File: config.mk
export PLATFORM = sky130hd
export DESIGN_NAME = two_level_priority_message_queue
export DESIGN_NICKNAME = d
export VERILOG_FILES = /design/src/rtl/tlpmq_pkg.sv /design/src/rtl/tlpmq_fifo.sv /design/src/rtl/two_level_priority_message_queue.sv
export SDC_FILE = /design/constraint.sdc
export NUM_CORES = 2
export LEC_CHECK = 0
export ABC_CLOCK_PERIOD_IN_PS = 16300
export BUFFER_PORTS_ARGS = -buffer_cell sky130_fd_sc_hd__buf_2
export CORE_MARGIN = 1.5
export CORE_UTILIZATION = 50
export DETAILED_ROUTE_END_ITERATION = 6
export GPL_TIMING_DRIVEN = 0
export PLACE_DENSITY = 0.66
export RECOVER_POWER = 50
export SYNTH_ARGS = -nofsm -noshare
export SYNTH_HDL_FRONTEND = slang
export SYNTH_SLANG_ARGS = --single-unit
File: constraint.sdc
create_clock -name clk -period 16.3 [get_ports clk]
set_input_delay 3.26 -clock clk [delete_from_list [all_inputs] [get_ports clk]]
set_output_delay 3.26 -clock clk [all_outputs]
set_load 0.005 [all_outputs]
File: src/rtl/tlpmq_pkg.sv
// ----------------------------------------------------------------------------
// tlpmq_pkg
// Shared widths, status codes and control types for the two-level priority
// message queue.
// ----------------------------------------------------------------------------
package tlpmq_pkg;

	localparam int DEFAULT_QUEUE_DEPTH  = 16;
	localparam int DEFAULT_PAYLOAD_BITS = 64;

	localparam int SENDER_W = 22;
	localparam int KIND_W   = 8;
	localparam int BODY_W   = 64;
	localparam int COUNT_W  = 6;

	localparam logic [KIND_W-1:0] THRESHOLD_RESET = 8'd5;
	localparam logic [COUNT_W-1:0] COUNT_MAX      = 6'd63;

	typedef enum logic [1:0] {
		ST_OK         = 2'd0,
		ST_BAD_SENDER = 2'd1,
		ST_FULL       = 2'd2,
		ST_EMPTY      = 2'd3
	} status_t;

	typedef enum logic {
		REQ_SEND    = 1'b0,
		REQ_RECEIVE = 1'b1
	} req_t;

	typedef enum logic [1:0] {
		S_IDLE = 2'b01,
		S_BUSY = 2'b10
	} ctl_state_t;

	// push/pop strobes handed to one queue store
	typedef struct packed {
		logic push;
		logic pop;
	} q_ctl_t;

endpackage

File: src/rtl/tlpmq_fifo.sv
// ----------------------------------------------------------------------------
// tlpmq_fifo
// One message class: entry memory with registered read, head/tail pointers
// and fill count.
// ----------------------------------------------------------------------------
module tlpmq_fifo #(
	parameter int QUEUE_DEPTH  = tlpmq_pkg::DEFAULT_QUEUE_DEPTH,
	parameter int PAYLOAD_BITS = tlpmq_pkg::DEFAULT_PAYLOAD_BITS
) (
	input  logic                                clk,
	input  logic                                arst_n,
	input  tlpmq_pkg::q_ctl_t                   ctl,
	input  logic [tlpmq_pkg::SENDER_W-1:0]      wr_sender,
	input  logic [tlpmq_pkg::KIND_W-1:0]        wr_kind,
	input  logic [PAYLOAD_BITS-1:0]             wr_body,
	output logic [tlpmq_pkg::SENDER_W-1:0]      rd_sender,
	output logic [tlpmq_pkg::KIND_W-1:0]        rd_kind,
	output logic [PAYLOAD_BITS-1:0]             rd_body,
	output logic [$clog2(QUEUE_DEPTH+1)-1:0]    fill
);
	import tlpmq_pkg::*;

	localparam int AW = $clog2(QUEUE_DEPTH);
	localparam int FW = $clog2(QUEUE_DEPTH + 1);
	localparam int EW = SENDER_W + KIND_W + PAYLOAD_BITS;

	logic [EW-1:0] mem [QUEUE_DEPTH];
	logic [EW-1:0] rd_q;
	logic [AW-1:0] head_q;
	logic [AW-1:0] tail_q;
	logic [FW-1:0] fill_q;

	always_ff @(posedge clk) begin
		if (ctl.push) begin
			mem[tail_q] <= {wr_body, wr_kind, wr_sender};
		end
		if (ctl.pop) begin
			rd_q <= mem[head_q];
		end
	end

	always_ff @(posedge clk or negedge arst_n) begin
		if (!arst_n) begin
			head_q <= '0;
			tail_q <= '0;
			fill_q <= '0;
		end else begin
			if (ctl.push) begin
				tail_q <= (tail_q == AW'(QUEUE_DEPTH - 1)) ? '0 : tail_q + 1'b1;
			end
			if (ctl.pop) begin
				head_q <= (head_q == AW'(QUEUE_DEPTH - 1)) ? '0 : head_q + 1'b1;
			end
			if (ctl.push && !ctl.pop) begin
				fill_q <= fill_q + 1'b1;
			end else if (ctl.pop && !ctl.push) begin
				fill_q <= fill_q - 1'b1;
			end
		end
	end

	assign rd_sender = rd_q[SENDER_W-1:0];
	assign rd_kind   = rd_q[SENDER_W +: KIND_W];
	assign rd_body   = rd_q[SENDER_W + KIND_W +: PAYLOAD_BITS];
	assign fill      = fill_q;

endmodule

File: src/rtl/two_level_priority_message_queue.sv
// ----------------------------------------------------------------------------
// two_level_priority_message_queue
// Send/receive requests against a high and a normal message FIFO; receive
// prefers the high FIFO. One result word per request.
// ----------------------------------------------------------------------------
// The BUSY state entered on taking the request word loads the result and raises valid.
// Requests are taken only in IDLE: decision, pointer update and memory read, then the
// result register, before the next; a result word still held blocks new input.
// Reset: pointers and fill counts clear, threshold returns to 5; message
// memories are not cleared, entries are only read after being written.
module two_level_priority_message_queue #(
	parameter int QUEUE_DEPTH  = tlpmq_pkg::DEFAULT_QUEUE_DEPTH,
	parameter int PAYLOAD_BITS = tlpmq_pkg::DEFAULT_PAYLOAD_BITS
) (
	input  logic          clk,
	input  logic          arst_n,
	input  logic          cfg_wen,
	input  logic [7:0]    cfg_wdata,      // high_threshold
	input  logic          s_tvalid,
	output logic          s_tready,
	input  logic [95:0]   s_tdata,        // sender_id[21:0], msg_kind[29:22], payload[93:30]
	input  logic          s_tuser,        // req_type
	output logic          m_tvalid,
	input  logic          m_tready,
	output logic [103:0]  m_tdata,        // out_sender[21:0], out_kind[29:22],
	                                      // out_payload[93:30], total_count[99:94]
	output logic [2:0]    m_tuser         // status[1:0], from_high[2]
);
	import tlpmq_pkg::*;

	localparam int FW = $clog2(QUEUE_DEPTH + 1);

	ctl_state_t          state_q;
	logic [KIND_W-1:0]   thr_q;
	logic [FW-1:0]       hi_fill, no_fill;
	q_ctl_t              hi_ctl, no_ctl;
	logic [SENDER_W-1:0] hi_sender, no_sender;
	logic [KIND_W-1:0]   hi_kind, no_kind;
	logic [PAYLOAD_BITS-1:0] hi_body, no_body;

	logic [SENDER_W-1:0] in_sender;
	logic [KIND_W-1:0]   in_kind;
	logic [BODY_W-1:0]   in_payload;
	logic                accept;
	logic                is_send, bad_sender, to_high, tgt_full;
	status_t             status_d;

	status_t             status_s1;
	logic                pop_hi_s1, pop_no_s1;

	logic                m_valid_q;
	status_t             status_q;
	logic                from_high_q;
	logic [SENDER_W-1:0] sender_q;
	logic [KIND_W-1:0]   kind_q;
	logic [BODY_W-1:0]   body_q;
	logic [COUNT_W-1:0]  count_q;

	logic [FW:0]         total_sum;
	logic [COUNT_W-1:0]  total_sat;

	assign in_sender  = s_tdata[SENDER_W-1:0];
	assign in_kind    = s_tdata[SENDER_W +: KIND_W];
	assign in_payload = s_tdata[SENDER_W + KIND_W +: BODY_W];

	assign s_tready = (state_q == S_IDLE) && (!m_valid_q || m_tready);
	assign accept   = s_tvalid && s_tready;

	assign is_send    = (s_tuser == REQ_SEND);
	assign bad_sender = (in_sender == '0);
	assign to_high    = (in_kind >= thr_q);
	assign tgt_full   = to_high ? (hi_fill == FW'(QUEUE_DEPTH))
	                            : (no_fill == FW'(QUEUE_DEPTH));

	always_comb begin
		hi_ctl   = '0;
		no_ctl   = '0;
		status_d = ST_OK;
		if (is_send) begin
			if (bad_sender) begin
				status_d = ST_BAD_SENDER;
			end else if (tgt_full) begin
				status_d = ST_FULL;
			end else begin
				hi_ctl.push = accept && to_high;
				no_ctl.push = accept && !to_high;
			end
		end else begin
			if (hi_fill != '0) begin
				hi_ctl.pop = accept;
			end else if (no_fill != '0) begin
				no_ctl.pop = accept;
			end else begin
				status_d = ST_EMPTY;
			end
		end
	end

	tlpmq_fifo #(
		.QUEUE_DEPTH  (QUEUE_DEPTH),
		.PAYLOAD_BITS (PAYLOAD_BITS)
	) u_high (
		.clk       (clk),
		.arst_n    (arst_n),
		.ctl       (hi_ctl),
		.wr_sender (in_sender),
		.wr_kind   (in_kind),
		.wr_body   (in_payload[PAYLOAD_BITS-1:0]),
		.rd_sender (hi_sender),
		.rd_kind   (hi_kind),
		.rd_body   (hi_body),
		.fill      (hi_fill)
	);

	tlpmq_fifo #(
		.QUEUE_DEPTH  (QUEUE_DEPTH),
		.PAYLOAD_BITS (PAYLOAD_BITS)
	) u_normal (
		.clk       (clk),
		.arst_n    (arst_n),
		.ctl       (no_ctl),
		.wr_sender (in_sender),
		.wr_kind   (in_kind),
		.wr_body   (in_payload[PAYLOAD_BITS-1:0]),
		.rd_sender (no_sender),
		.rd_kind   (no_kind),
		.rd_body   (no_body),
		.fill      (no_fill)
	);

	// fills are already updated when the result is built
	assign total_sum = (FW + 1)'(hi_fill) + (FW + 1)'(no_fill);
	assign total_sat = (32'(total_sum) > 32'(COUNT_MAX)) ? COUNT_MAX : COUNT_W'(total_sum);

	always_ff @(posedge clk or negedge arst_n) begin
		if (!arst_n) begin
			thr_q <= THRESHOLD_RESET;
		end else if (cfg_wen) begin
			thr_q <= cfg_wdata;
		end
	end

	always_ff @(posedge clk or negedge arst_n) begin
		if (!arst_n) begin
			state_q   <= S_IDLE;
			m_valid_q <= 1'b0;
		end else begin
			case (state_q)
				S_IDLE: begin
					if (m_valid_q && m_tready) begin
						m_valid_q <= 1'b0;
					end
					if (accept) begin
						state_q <= S_BUSY;
					end
				end
				S_BUSY: begin
					m_valid_q <= 1'b1;
					state_q   <= S_IDLE;
				end
				default: begin
					state_q <= S_IDLE;
				end
			endcase
		end
	end

	always_ff @(posedge clk) begin
		if (accept) begin
			status_s1 <= status_d;
			pop_hi_s1 <= hi_ctl.pop;
			pop_no_s1 <= no_ctl.pop;
		end
		if (state_q == S_BUSY) begin
			status_q    <= status_s1;
			from_high_q <= pop_hi_s1;
			count_q     <= total_sat;
			if (pop_hi_s1) begin
				sender_q <= hi_sender;
				kind_q   <= hi_kind;
				body_q   <= BODY_W'(hi_body);
			end else if (pop_no_s1) begin
				sender_q <= no_sender;
				kind_q   <= no_kind;
				body_q   <= BODY_W'(no_body);
			end else begin
				sender_q <= '0;
				kind_q   <= '0;
				body_q   <= '0;
			end
		end
	end

	assign m_tvalid = m_valid_q;
	assign m_tdata  = {4'b0, count_q, body_q, kind_q, sender_q};
	assign m_tuser  = {from_high_q, status_q};

endmodule
==> impl_metrics.yaml <==
layout:
  ff_latch_area_mm2: 0.1001
  fin_nets: 6672
  fillCellCount: 17700
  layout-drive-gt1-share_pct: 23.31
  syn_to_final_growth_pct: 15.69
  stdcell_count: 10140
  fin_util_pct: 58.31
  multiInputGateArea_mm2: 0.02424
  finalInstanceArea_mm2: 0.1454
cts:
  post_cts_buffers: 0
  cts_tree: "done"
  htreeDepth: 5
  path_clk_slew_ns: 0.06
  cts_buffers: 349
  holdBufCountCts: 0
  clk_path_buf_depth: 4
  cts.sinks: 3340
  cts_resized: 0
  clock_latency_ns: 0.97
  root_buffer: "clkbuf_16"
timing:
  drv_slew: 420
  finClkSkew_ns: 0.06928
  rsz0062_at_grt: "false"
  hold_viol_final: 0
  post-route-min-period_ns: 7.563
  tightest_slew_ns: 2.963
  fin_ws_ns: 8.737
  finalSetupViolCount: 0
  post-route-period-util_pct: 46.40
  relSlewSlack_pct: -97.57
  fmax_ghz: 0.1322
floorplan:
  start_util_pct: 50.40
  die_w_um: 504.3
  rows: 183
  core_mm2: 0.2493
  io-pin-count: 219
  die_y_um: 504.3
  fp.dieArea_mm2: 0.2544
pwr:
  max-vdd-ir-drop_uv: 90.66
  p_leak_nw: 45.92
  p_per_area_mw_per_mm2: 145.7
outcome:
  violations: "max-capacitance violations, max-slew violations"
  outcome: "complete, but fails checks"
placement:
  pre_cts_slack_ns: 8.455
  post-dp-hpwl_um: 210700
  place.gp.congestion: 0.7743
  dp.cells: 9511
  place_area_mm2: 0.1347
  io_buffers: 212
worst_setup_path:
  cp-end-kind: "flop"
  cpLargestDelayFamily: "buffers and inverters"
  cpMaxStageDelayCell: "clkbuf_1"
  reg2regPathDepth: 6
  critPathArrivalTime_ns: 8.20
  cp_common_cell: "buf_6"
  critical_path_class: "in2reg"
  cp-start-kind: "input pin"
  reg2reg_from: "pop_hi_s1$_DFFE_PP_"
  r2r_slack_ns: 11.29
  critPathLaunch: "s_tdata[0]"
  cpPeakStageDelay_ns: 1.14
  crit_chain: "clkbuf_1 -> nor4_1 -> nand4_1 -> o21a_1 -> nand4_1 -> nor3_2 -> buf_8 -> buf_4 -> buf_6 -> buf_4 -> buf_6 -> buf_6"
  crit_path_max_fanout: 33
  cp.required_ns: 16.93
  r2r-end: "body_q[38]$_DFFE_PP_"
  path_buf_inv: 7
min_path:
  min_to: "status_q[0]$_DFFE_PP_"
  min_from: "status_s1[0]$_DFFE_PP_"
  min_path_type: "reg2reg"
  hold_depth: 0
synth:
  syn_area_mm2: 0.1257
  ys_ff_latch: 3340
  synthArstFlopShare_pct: 1.108
  yosys_warnings: 0
  synth_top_flop_cell: "edfxtp_1"
  synth.avg_cell_area_um2: 21.98
  ys_types: 60
  synth_edf_count: 3303
  synthCells: 5717
  seq_area_frac_synth_pct: 79.67
detailed_routing:
  vias_per_cell: 6.243
  totalWireLength_um: 317600
  drtIter0Drc: 8212
  drc: 0
  wl_per_cell_um: 31.33
  dr_total_vias: 63290
  ant_nets: 0
  drt-pass1-iter-count: 5
grt:
  overflow: 0
  grt_pass1_wl_um: 455400
  antenna_found_initial: 21
  grt_pass1_vias: 63770
  grt_max_degree: 55
  grt_use_total_pct: 24.83
job:
  maxCapViolations: 18
[placed cells by master, fill, tap and decap left out, types with 35 or more instances in the layout]
master,n
o21ai_1,53
edfxtp_1,3303
a22oi_1,188
clkbuf_1,354
clkinv_1,83
buf_2,231
mux2i_1,377
buf_6,151
buf_8,35
clkbuf_16,353
a22o_1,93
inv_1,35
mux4_2,564
clkinv_2,60
a221oi_1,188
a21oi_1,200
o21ai_0,151
[worst max-delay path by stage]
stage / end / slack, ns / cells past startpoint
finish: u_high.mem[3][66]$_DFFE_PP_ / 8.74 / 12
global route: u_high.mem[3][66]$_DFFE_PP_ / 8.53 / 14
CTS: s_tready / 9.19 / 4
detailed placement: u_high.mem[3][66]$_DFFE_PP_ / 8.46 / 14
global placement: u_normal.mem[15][70]$_DFFE_PP_ / -4.62 / 7
floorplan: u_normal.mem[5][0]$_DFFE_PP_ / 4.13 / 6
[cells by family (layout without fill, tap and decap cells)]
logic type,count (synthesis),in the layout,share of synthesized area [%]
flops,3340,3340,79.67
mux,952,952,13.22
compound gates,902,902,4.908
buf+inv,362,1437,1.217
simple gates,117,117,0.5844
fa+ha+maj,30,30,0.3166
xor+xnor,13,13,0.09060
other cells,1,16,0.002984
[power breakdown]
group | total [mW] | internal (mW) | switching (mW)
sequential | 9.81 | 9.74 | 0.0748
clock | 7.66 | 4.46 | 3.20
combinational | 3.71 | 1.48 | 2.23
total | 21.2 | 15.7 | 5.50
[cell usage after synthesis (10+ instances only)]
cell      number  area (µm²)
nand4_1       10       62.56
clkbuf_1     198       743.2
nand2_1       23       86.33
dfrtp_1       34       850.8
o21ai_1      123       615.6
mux2i_1      377        3774
inv_1         35       131.4
a21oi_1      200        1001
xnor2_1       13       113.9
ha_1          27       337.8
a22o_1        93       814.5
nor2_1        11       41.29
a221oi_1     188        1647
buf_2        118       590.6
a22oi_1      188        1411
edfxtp_1    3303       99190
nor3_1        10       50.05
o21ai_0       81       405.4
mux4_2       564       12700
nor2b_1       10       62.56
and3_1        12       75.07
[state kept, by name, summed over array words and instances, names as in the netlist]
name and flops:
u_high.head_q 4, status_s1 2, u_normal.mem 1504, status_q 2
state_q 2, pop_no_s1 1, kind_q 8, u_high.fill 5
thr_q 8, from_high_q 1, sender_q 22, m_tvalid 1
body_q 64, u_high.mem 1504, u_high.rd_q 94, u_normal.head_q 4
u_normal.tail_q 4, u_normal.rd_q 94, u_normal.fill 5, count_q 6
pop_hi_s1 1, u_high.tail_q 4
[routing by layer]
| layer | part of all wire [%] | GRT usage, % | wire (µm) |
|---|---|---|---|
| met5 | 0.0057 | 0 | 18 |
| met4 | 3.0 | 7.438 | 9603 |
| met3 | 9.3 | 4.800 | 29620 |
| met2 | 48 | 39.47 | 151900 |
| met1 | 40 | 35.14 | 126500 |
[stage by stage]
stage	hold slack [ns]	TNS [ns]	power, mW
CTS	0.5062	0	21.33
finish	0.5070	0	21.18
floorplan	0.4003	0	12.33
global route	0.5141	0	21.85
detailed placement	0.4604	0	13.74
global placement	0.4980	-4629.44	13.62
[cell type report]
type / count / share of cell area, %
diodes: 12 / 0.02065
plain buffers: 325 / 0.9639
clock buffers: 418 / 6.271
clock inverters: 196 / 1.203
inverters: 37 / 0.1024
multi-input cells: 2018 / 16.67
flip-flops and latches: 3340 / 68.86
well taps: 3330 / 2.866
repair buffers: 461 / 3.039
Power figures use the tool's default switching activity.
